File: config.mk
export PLATFORM = sky130hd
export DESIGN_NAME = softmax_backward_vector_unit
export DESIGN_NICKNAME = d
export VERILOG_FILES = /design/src/rtl/core/sbv_pkg.sv /design/src/rtl/core/sbv_mul.sv /design/src/rtl/core/softmax_backward_vector_unit.sv
export SDC_FILE = /design/constraint.sdc
export NUM_CORES = 2
export LEC_CHECK = 0
export ABC_CLOCK_PERIOD_IN_PS = 16700
export BUFFER_PORTS_ARGS = -buffer_cell sky130_fd_sc_hd__buf_2
export CAP_MARGIN = 0
export CELL_PAD_IN_SITES_DETAIL_PLACEMENT = 2
export CELL_PAD_IN_SITES_GLOBAL_PLACEMENT = 2
export CORE_MARGIN = 1
export CORE_UTILIZATION = 50
export DETAILED_ROUTE_END_ITERATION = 12
export PLACE_DENSITY_LB_ADDON = 0.08
export SLEW_MARGIN = 10
export SYNTH_ARGS = -nofsm -noshare
export SYNTH_HDL_FRONTEND = slang
export SYNTH_HIERARCHICAL = 1
export SYNTH_SLANG_ARGS = --single-unit
File: constraint.sdc
create_clock -name clk -period 16.7 [get_ports clk]
set_input_delay 2.505 -clock clk [delete_from_list [all_inputs] [get_ports clk]]
set_output_delay 2.505 -clock clk [all_outputs]
set_load 0.01 [all_outputs]
File: src/rtl/core/sbv_pkg.sv
package sbv_pkg;

    // Default depth of the element stores.
    localparam int MAX_CHANNELS_DEF = 64;

    // Field widths.
    localparam int PROB_W = 16;
    localparam int GRAD_W = 16;
    localparam int OUT_W  = 16;

    // Probability is Q1.15, so a gradient is moved to the product scale by 15 bits.
    localparam int FRAC_SHIFT = 15;

    // Dot-product accumulator, Q.27.
    localparam int DOT_W = 40;

    // Shared multiplier: signed 25 x signed 17.
    localparam int MUL_A_W = 25;
    localparam int MUL_B_W = 17;
    localparam int MUL_P_W = MUL_A_W + MUL_B_W;

    // The 40-bit difference is multiplied in two slices.
    localparam int LO_W = MUL_A_W - 1;
    localparam int HI_W = DOT_W - LO_W;

    // Full Q.42 product and the shift back to Q.12.
    localparam int SUM_W      = 58;
    localparam int OUT_SHIFT  = 30;
    localparam int SCALED_W   = SUM_W - OUT_SHIFT;
    localparam int ROUND_W    = SCALED_W + 1;

    typedef logic signed [MUL_A_W-1:0] mul_a_t;
    typedef logic signed [MUL_B_W-1:0] mul_b_t;
    typedef logic signed [MUL_P_W-1:0] mul_p_t;

endpackage

File: src/rtl/core/sbv_mul.sv
module sbv_mul (
    input  logic            clk,
    input  logic            en,
    input  sbv_pkg::mul_a_t a,
    input  sbv_pkg::mul_b_t b,
    output sbv_pkg::mul_p_t p
);
    import sbv_pkg::*;

    mul_p_t prod_reg;

    // Registered signed product, loaded only when the sequencer asks for it.
    always_ff @(posedge clk)
    begin
        if (en)
        begin
            prod_reg <= mul_p_t'(a) * mul_p_t'(b);
        end
    end

    assign p = prod_reg;

endmodule

File: src/rtl/core/softmax_backward_vector_unit.sv
// Channel   Handshake                   Payload
// item      item_valid / item_ready     prob, grad_in, last
// result    result_valid / result_ready grad_out, last_out, saturated
//
// A stored element is accepted, multiplied and accumulated in turn; an element
// beyond the store depth is dropped on acceptance. Each result is read, differenced,
// multiplied in two slices, summed, scaled and held until result_ready; the single
// shared 25x17 multiplier forms every product.
// rst_n clears the sequencer, the element count and the accumulator at once.
// The block takes no item while a vector's results are being produced.
module softmax_backward_vector_unit #(
    parameter int MAX_CHANNELS = sbv_pkg::MAX_CHANNELS_DEF
) (
    input  logic                              clk,
    input  logic                              rst_n,
    input  logic                              item_valid,
    output logic                              item_ready,
    input  logic [sbv_pkg::PROB_W-1:0]        prob,
    input  logic signed [sbv_pkg::GRAD_W-1:0] grad_in,
    input  logic                              last,
    output logic                              result_valid,
    input  logic                              result_ready,
    output logic signed [sbv_pkg::OUT_W-1:0]  grad_out,
    output logic                              last_out,
    output logic                              saturated
);
    import sbv_pkg::*;

    localparam int CNT_W  = $clog2(MAX_CHANNELS + 1);
    localparam int ADDR_W = $clog2(MAX_CHANNELS);

    localparam logic signed [ROUND_W-1:0] OUT_MAX = ROUND_W'(2 ** (OUT_W - 1) - 1);
    localparam logic signed [ROUND_W-1:0] OUT_MIN = -ROUND_W'(2 ** (OUT_W - 1));

    // Sequencer states.
    localparam logic [3:0] S_IDLE  = 4'd0;
    localparam logic [3:0] S_MUL   = 4'd1;
    localparam logic [3:0] S_ADD   = 4'd2;
    localparam logic [3:0] S_RD    = 4'd3;
    localparam logic [3:0] S_DIFF  = 4'd4;
    localparam logic [3:0] S_MLO   = 4'd5;
    localparam logic [3:0] S_MHI   = 4'd6;
    localparam logic [3:0] S_SUM   = 4'd7;
    localparam logic [3:0] S_SCALE = 4'd8;
    localparam logic [3:0] S_OUT   = 4'd9;

    // Control registers.
    logic [3:0]              state_reg, state_next;
    logic [CNT_W-1:0]        count_reg, count_next;
    logic [CNT_W-1:0]        idx_reg, idx_next;
    logic signed [DOT_W-1:0] dot_reg, dot_next;
    logic                    last_reg, last_next;
    logic                    result_valid_reg, result_valid_next;

    // Payload registers.
    logic [PROB_W-1:0]        y_reg;
    logic signed [GRAD_W-1:0] g_reg;
    logic [PROB_W-1:0]        rd_prob_reg;
    logic signed [GRAD_W-1:0] rd_grad_reg;
    logic signed [DOT_W-1:0]  diff_reg;
    mul_p_t                   lo_reg;
    logic [SUM_W-1:0]         sum_reg;
    logic signed [OUT_W-1:0]  grad_out_reg;
    logic                     last_out_reg;
    logic                     sat_reg;

    // Element stores.
    logic [PROB_W-1:0]        prob_mem [MAX_CHANNELS];
    logic signed [GRAD_W-1:0] grad_mem [MAX_CHANNELS];

    logic   item_accept;
    logic   result_accept;
    logic   room;
    logic   store_en;
    logic   final_result;
    logic   mul_en;
    mul_a_t mul_a;
    mul_b_t mul_b;
    mul_p_t mul_p;

    logic signed [DOT_W-1:0]    grad_scaled;
    logic [SUM_W-1:0]           hi_ext;
    logic [SUM_W-1:0]           lo_ext;
    logic signed [SCALED_W-1:0] scaled;
    logic                       round_adj;
    logic signed [ROUND_W-1:0]  rounded;

    assign item_ready    = (state_reg == S_IDLE);
    assign item_accept   = item_valid && item_ready;
    assign result_accept = result_valid_reg && result_ready;
    assign room          = (count_reg < CNT_W'(MAX_CHANNELS));
    assign store_en      = item_accept && room;
    assign final_result  = ((idx_reg + CNT_W'(1)) == count_reg);

    // Operand selection for the shared multiplier.
    always_comb
    begin
        mul_en = 1'b0;
        mul_a  = '0;
        mul_b  = {1'b0, rd_prob_reg};
        case (state_reg)
            S_MUL:
            begin
                mul_en = 1'b1;
                mul_a  = {{(MUL_A_W - GRAD_W){g_reg[GRAD_W-1]}}, g_reg};
                mul_b  = {1'b0, y_reg};
            end
            S_MLO:
            begin
                mul_en = 1'b1;
                mul_a  = {1'b0, diff_reg[LO_W-1:0]};
            end
            S_MHI:
            begin
                mul_en = 1'b1;
                mul_a  = {{(MUL_A_W - HI_W){diff_reg[DOT_W-1]}}, diff_reg[DOT_W-1:LO_W]};
            end
            default:
            begin
                mul_en = 1'b0;
            end
        endcase
    end

    sbv_mul u_mul (
        .clk (clk),
        .en  (mul_en),
        .a   (mul_a),
        .b   (mul_b),
        .p   (mul_p)
    );

    // Datapath helpers: scaled gradient, slice recombination, rounding toward zero.
    assign grad_scaled = {{(DOT_W - GRAD_W - FRAC_SHIFT){rd_grad_reg[GRAD_W-1]}},
                          rd_grad_reg, {FRAC_SHIFT{1'b0}}};
    assign hi_ext      = {{(SUM_W - MUL_P_W){mul_p[MUL_P_W-1]}}, mul_p};
    assign lo_ext      = {{(SUM_W - MUL_P_W){1'b0}}, lo_reg};
    assign scaled      = sum_reg[SUM_W-1:OUT_SHIFT];
    assign round_adj   = sum_reg[SUM_W-1] && (|sum_reg[OUT_SHIFT-1:0]);
    assign rounded     = {scaled[SCALED_W-1], scaled} + ROUND_W'(round_adj);

    // Sequencer.
    always_comb
    begin
        state_next        = state_reg;
        count_next        = count_reg;
        idx_next          = idx_reg;
        dot_next          = dot_reg;
        last_next         = last_reg;
        result_valid_next = result_valid_reg;
        case (state_reg)
            S_IDLE:
            begin
                if (item_accept)
                begin
                    last_next = last;
                    idx_next  = '0;
                    if (room)
                    begin
                        count_next = count_reg + CNT_W'(1);
                        state_next = S_MUL;
                    end
                    else if (last)
                    begin
                        state_next = S_RD;
                    end
                end
            end
            S_MUL:
            begin
                state_next = S_ADD;
            end
            S_ADD:
            begin
                dot_next   = dot_reg + mul_p[DOT_W-1:0];
                state_next = last_reg ? S_RD : S_IDLE;
            end
            S_RD:
            begin
                state_next = S_DIFF;
            end
            S_DIFF:
            begin
                state_next = S_MLO;
            end
            S_MLO:
            begin
                state_next = S_MHI;
            end
            S_MHI:
            begin
                state_next = S_SUM;
            end
            S_SUM:
            begin
                state_next = S_SCALE;
            end
            S_SCALE:
            begin
                result_valid_next = 1'b1;
                state_next        = S_OUT;
            end
            S_OUT:
            begin
                if (result_accept)
                begin
                    result_valid_next = 1'b0;
                    if (final_result)
                    begin
                        count_next = '0;
                        dot_next   = '0;
                        state_next = S_IDLE;
                    end
                    else
                    begin
                        idx_next   = idx_reg + CNT_W'(1);
                        state_next = S_RD;
                    end
                end
            end
            default:
            begin
                state_next = S_IDLE;
            end
        endcase
    end

    // Control registers.
    always_ff @(posedge clk or negedge rst_n)
    begin
        if (!rst_n)
        begin
            state_reg        <= S_IDLE;
            count_reg        <= '0;
            idx_reg          <= '0;
            dot_reg          <= '0;
            last_reg         <= 1'b0;
            result_valid_reg <= 1'b0;
        end
        else
        begin
            state_reg        <= state_next;
            count_reg        <= count_next;
            idx_reg          <= idx_next;
            dot_reg          <= dot_next;
            last_reg         <= last_next;
            result_valid_reg <= result_valid_next;
        end
    end

    // Element stores with registered read.
    always_ff @(posedge clk)
    begin
        if (store_en)
        begin
            prob_mem[count_reg[ADDR_W-1:0]] <= prob;
            grad_mem[count_reg[ADDR_W-1:0]] <= grad_in;
        end
        if (state_reg == S_RD)
        begin
            rd_prob_reg <= prob_mem[idx_reg[ADDR_W-1:0]];
            rd_grad_reg <= grad_mem[idx_reg[ADDR_W-1:0]];
        end
    end

    // Payload registers.
    always_ff @(posedge clk)
    begin
        if (store_en)
        begin
            y_reg <= prob;
            g_reg <= grad_in;
        end
        if (state_reg == S_DIFF)
        begin
            diff_reg <= grad_scaled - dot_reg;
        end
        if (state_reg == S_MHI)
        begin
            lo_reg <= mul_p;
        end
        if (state_reg == S_SUM)
        begin
            sum_reg <= (hi_ext << LO_W) + lo_ext;
        end
        if (state_reg == S_SCALE)
        begin
            last_out_reg <= final_result;
            if (rounded > OUT_MAX)
            begin
                grad_out_reg <= OUT_MAX[OUT_W-1:0];
                sat_reg      <= 1'b1;
            end
            else if (rounded < OUT_MIN)
            begin
                grad_out_reg <= OUT_MIN[OUT_W-1:0];
                sat_reg      <= 1'b1;
            end
            else
            begin
                grad_out_reg <= rounded[OUT_W-1:0];
                sat_reg      <= 1'b0;
            end
        end
    end

    assign result_valid = result_valid_reg;
    assign grad_out     = grad_out_reg;
    assign last_out     = last_out_reg;
    assign saturated    = sat_reg;

    // The two channels never run at the same time.
    assert property (@(posedge clk) disable iff (!rst_n)
        !(item_ready && result_valid))
    else $error("item channel open while a result is pending");

    // A result always refers to a stored element.
    assert property (@(posedge clk) disable iff (!rst_n)
        result_valid |-> (idx_reg < count_reg))
    else $error("result index outside the stored elements");

    // The final result of a vector returns the block to an empty state.
    assert property (@(posedge clk) disable iff (!rst_n)
        (result_valid && result_ready && last_out) |=>
            (count_reg == '0 && dot_reg == '0 && item_ready))
    else $error("vector state not cleared after the final result");

    // The element count never exceeds the store depth.
    assert property (@(posedge clk) disable iff (!rst_n)
        count_reg <= CNT_W'(MAX_CHANNELS))
    else $error("element count beyond store depth");

endmodule
==> insert_results.sql, run 1 <==
INSERT INTO impl_metrics (metric_group, metric, value, unit) VALUES
('synthesis', 'netlist_instances', '7050', ''),
('synthesis', 'synth_seq_area_share', '64.09', '%'),
('synthesis', 'yosys_register_bits', '2372', ''),
('floorplan', 'starting_utilization_of_the_core_area', '50.37', '%'),
('outcome', 'lastStage', 'detailed placement', ''),
('floorplan', 'dieWidth', '472.5', 'um'),
('synthesis', 'syn_avg_cell_area', '15.70', 'um^2'),
('floorplan', 'boundaryPins', '57', ''),
('placed_design', 'dp_hpwl', '249600', 'um'),
('placed_design', 'numPortBuffers', '56', ''),
('synthesis', 'dominantRegCellSynth', 'edfxtp_1', ''),
('outcome', 'status', 'stopped before the end', ''),
('synthesis', 'post_synth_main_area_contributors', 'edfxtp_1 63%, fa_1 7.6%, mux4_2 5.7%, mux2i_1 3.3%, ha_1 2.1%', ''),
('synthesis', 'netlist.top_cell.by_area', 'edfxtp_1', ''),
('synthesis', 'synth_enable_flop_cells', '2312', ''),
('floorplan', 'die_height', '472.5', 'um'),
('synthesis', 'postSynth.asyncResetShare', '2.530', '%'),
('outcome', 'error_message', '[ERROR DPL-0033] detailed placement checks failed during check placement.', ''),
('floorplan', 'placement_rows', '172', ''),
('placed_design', 'finalWeightedCongestion', '0.8526', ''),
('synthesis', 'synth_top_area_share', '62.74', '%'),
('synthesis', 'synthDistinctLibCells', '106', ''),
('synthesis', 'post_synth_instance_area', '0.1107', 'mm^2'),
('synthesis', 'synth.yosys.warnings', '6', '');
[through the flow]
| step | hold slack (ns) | worst slack, ns | cells | instance area (um^2) |
|---|---|---|---|---|
| 3_3_place_gp | 0.4025 | 8.083 | 9909 | 115200 |
| 2_1_floorplan | 0.4003 | 8.005 | 7059 | 110700 |
[cell families after synthesis]
family	synth area share (%)
AO/OA/AOI/OAI	6.406
XOR/XNOR	1.361
adder cells (fa/ha/maj)	9.676
buffers and inverters	2.989
flip-flops	64.09
multiplexers	10.39
other	0.003389
AND/OR/NAND/NOR	5.086
[Yosys cell counts (6+ instances only)]
master    instances
nor4_1           14
buf_2            70
o31ai_1           6
and2_1          197
dfrtp_1          60
nand2b_1         33
or3_1            12
nor3_1           91
a21o_1           64
xor2_1           62
o21a_1           18
nand3b_1          8
buf_4            17
nor2_1          224
buf_1            18
o21ai_0         203
xnor2_1         110
ha_1            187
nor2b_1          17
fa_1            418
edfxtp_1       2312
a211oi_1         44
nand3_1          37
or2_2            10
mux2_2          134
a21oi_1         403
o21ai_1          32
clkbuf_1        225
o221ai_1        121
a31oi_1          11
o22ai_1         119
a22oi_1          16
mux4_2          282
mux2i_1         363
o21bai_1         17
and3_1           25
nand4_1          26
nand2_1         403
inv_1           506
==> inputs of run 2 (changes only) <==
Settings changed: CELL_PAD_IN_SITES_DETAIL_PLACEMENT 2 to unset, CELL_PAD_IN_SITES_GLOBAL_PLACEMENT 2 to unset, CORE_UTILIZATION 50 to 35, PLACE_DENSITY_LB_ADDON 0.08 to 0.15.
==> insert_results.sql, run 2 <==
INSERT INTO impl_metrics (metric_group, metric, value, unit) VALUES
('clocking', 'cts.repair_timing.setup_buffer_count', '0', ''),
('worst_hold_path', 'start_point_of_the_worst_min_delay_path', 'lo_reg[5]', ''),
('finish', 'area.growth.synth_to_final', '12.54', '%'),
('setup_path', 'cp-start-kind', 'flop', ''),
('synthesis', 'synth.yosys.warnings', '6', ''),
('floorplan', 'core-area', '0.3147', 'mm^2'),
('floorplan', 'starting_utilization_of_the_core_area', '35.16', '%'),
('synthesis', 'top_cells_by_instance_count_after_synthesis', '2312 x edfxtp_1, 506 x inv_1, 418 x fa_1', ''),
('timing', 'rsz0062_at_grt', 'false', ''),
('finish', 'stdcell_count', '11551', ''),
('clocking', 'cts-root-to-sink-buffers', '4', ''),
('clocking', 'clock_sink_count', '2372', ''),
('routing', 'detail_route.wl_per_cell', '28.21', 'um'),
('flow_run', 'max-cap-violations', '0', ''),
('synthesis', 'yosys.cell_count.top_type', 'edfxtp_1', ''),
('synthesis', 'post_synth_instance_area', '0.1107', 'mm^2'),
('finish', 'final_nets', '7835', ''),
('global_route', 'grt_pass1_wl', '467400', 'um'),
('synthesis', 'netlist_instances', '7050', ''),
('floorplan', 'placement_rows', '206', ''),
('setup_path', 'crit_path_top_delay_cell', 'a22oi_1', ''),
('setup_path', 'crit_arrival', '9.70', 'ns'),
('placed_design', 'finalWeightedCongestion', '0.8390', ''),
('clocking', 'cts-hold-fix-buffers', '0', ''),
('routing', 'detail_route.drc_violations', '0', ''),
('setup_path', 'timing.critical_path.buf_inv', '4', ''),
('timing', 'finalSetupViolCount', '0', ''),
('clocking', 'cts_root_buf', 'clkbuf_16', ''),
('setup_path', 'cpMostUsedCell', 'fa_1', ''),
('routing', 'detail-route-antenna-nets', '0', ''),
('clocking', 'number_of_cts_inserted_buffers', '240', ''),
('synthesis', 'dominantRegCellSynth', 'edfxtp_1', ''),
('synthesis', 'postSynth.asyncResetShare', '2.530', '%'),
('routing', 'routed-wl-met2', '156900', 'um'),
('clocking', 'cts.clk_slew.worst_paths', '0.06', 'ns'),
('setup_path', 'worstPathCellList', 'nand2b_1 > nor2_4 > a22oi_1 > nand2_1 > and2_1 > fa_1 > inv_1 > fa_1 > inv_1 > fa_1 > fa_1 > fa_1 > inv_1 > fa_1 > inv_1 > ha_1 > a21o_1 > a221oi_1 > o21ai_0 > a221oi_1 > o22ai_1 > o221ai_2 > o21ai_1 > xor2_1', ''),
('routing', 'dr_wl_met3', '15840', 'um'),
('global_route', 'grt_max_degree', '111', ''),
('global_route', 'grt_antenna_before_repair', '17', ''),
('clocking', 'cts_tree', 'yes', ''),
('synthesis', 'yosys_register_bits', '2372', ''),
('setup_path', 'cp.required', '17.31', 'ns'),
('synthesis', 'synth_enable_flop_cells', '2312', ''),
('setup_path', 'timing.critical_path.to_type', 'flop', ''),
('placed_design', 'numPortBuffers', '56', ''),
('setup_path', 'critical_path.top_delay_family', 'adder cells', ''),
('finish', 'final_layout_size_suffix_gt1_share', '15.25', '%'),
('synthesis', 'post_synth_main_area_contributors', 'edfxtp_1 63%, fa_1 7.6%, mux4_2 5.7%, mux2i_1 3.3%, ha_1 2.1%', ''),
('finish', 'mostFrequentLayoutCells', '2312 x edfxtp_1, 506 x inv_1, 418 x fa_1', ''),
('floorplan', 'dieArea', '0.3184', 'mm^2'),
('global_route', 'groute.usage.overall', '20.40', '%'),
('clocking', 'clk-insertion-delay-late', '0.93', 'ns'),
('setup_path', 'criticalPathCategory', 'flop to flop', ''),
('timing', 'timing_hold_violations_final', '0', ''),
('synthesis', 'netlist.top_cell.by_area', 'edfxtp_1', ''),
('synthesis', 'syn_avg_cell_area', '15.70', 'um^2'),
('finish', 'final_common_cell', 'edfxtp_1', ''),
('timing', 'timing.clock.skew', '0.08846', 'ns'),
('routing', 'routed_wl', '325800', 'um'),
('floorplan', 'boundaryPins', '57', ''),
('routing', 'firstDrtPassIters', '5', ''),
('setup_path', 'regToRegStartpoint', 'state_reg[3]', ''),
('synthesis', 'synthDistinctLibCells', '106', ''),
('placed_design', 'dp_hpwl', '187400', 'um'),
('timing', 'finalMaxSlewViolations', '0', ''),
('global_route', 'grt_pass1_vias', '64080', ''),
('finish', 'num-fill-cells', '28836', ''),
('routing', 'highest_layer', 'met4', ''),
('setup_path', 'critical_path_peak_fanout', '17', ''),
('timing', 'post_layout_min_period', '9.087', 'ns'),
('routing', 'drc_marker_count_from_the_first_detailed_route_iteration', '5686', ''),
('routing', 'vias', '61841', ''),
('timing', 'timing.setup.tns', '0', 'ns'),
('timing', 'slew-limit-headroom', '16.16', '%'),
('global_route', 'globalRoute.totalOverflow', '0', ''),
('placed_design', 'placedCellCount', '11111', ''),
('clocking', 'cts_max_level', '4', ''),
('clocking', 'postCtsResizedCells', '0', ''),
('synthesis', 'synth_seq_area_share', '64.09', '%'),
('floorplan', 'die_height', '564.3', 'um'),
('worst_hold_path', 'timing.hold.worst.class', 'flop to flop', ''),
('synthesis', 'synth_top_area_share', '62.74', '%'),
('routing', 'detail_route.vias_per_cell', '5.354', ''),
('timing', 'min_period_over_period', '54.41', '%'),
('setup_path', 'startpoint', 'state_reg[3]', ''),
('timing', 'tightestPinTransition', '1.250', 'ns'),
('floorplan', 'dieWidth', '564.3', 'um'),
('timing', 'final.hold.worst_slack', '0.4201', 'ns'),
('routing', 'detail_route.wirelength.met1', '145400', 'um'),
('timing', 'max_clock_freq', '110.1', 'MHz'),
('outcome', 'status', 'finished, final reports clean', ''),
('setup_path', 'worst_path_largest_cell_delay', '0.82', 'ns');
-- run 2: through the flow --
step / instance area (um^2) / util [%] / setup slack, ns
CTS: 124500 / 39.57 / 7.628
floorplan: 110700 / - / 8.005
finish: 124500 / 39.58 / 7.613
global placement: 116700 / 37.09 / 7.828
global route: 124500 / 39.57 / 7.272
detailed placement: 116700 / 37.09 / 7.631
-- run 2: final timing paths --
path / to / slack [ns] / cells past startpoint
max: u_mul/p[40] / 7.61 / 24
min: sum_reg[5] / 0.42 / 0
max reg2reg: u_mul/p[40] / 7.61 / 24
min reg2reg: sum_reg[5] / 0.42 / 0
max in group asynchronous: idx_reg[5] / 14.09 / 2
min in group asynchronous: result_valid / 1.87 / 2
-- run 2: cell families after synthesis --
logic type               share of synthesized area, %
AND/OR/NAND/NOR                                 5.086
buffers and inverters                           2.989
adder cells (fa/ha/maj)                         9.676
multiplexers                                    10.39
other                                        0.003389
flip-flops                                      64.09
AO/OA/AOI/OAI                                   6.406
XOR/XNOR                                        1.361
-- run 2: cell type report --
cell class	count	area, um^2	area share, %
antenna	3	7.507	0.006028
clock inverter	132	1444	1.159
sequential	2372	70950	56.96
clock buffer	305	6344	5.093
tap	4160	5205	4.179
multi-input combinational	3848	37040	29.74
timing repair buffer	223	1647	1.322
inverter	508	1912	1.535
-- run 2: routing by layer --
| metal | vias to the layer above | GRT usage [%] |
|---|---|---|
| met5 | - | 0 |
| met4 | 0 | 4.890 |
| met3 | 378 | 2.322 |
| met2 | 1622 | 34.13 |
| met1 | 32939 | 28.38 |
| li1 | 26902 | - |
Power of run 2 is left out: the tool's default activity adds up to more than one toggle a clock period on the data nets, which glitch-free logic cannot reach.
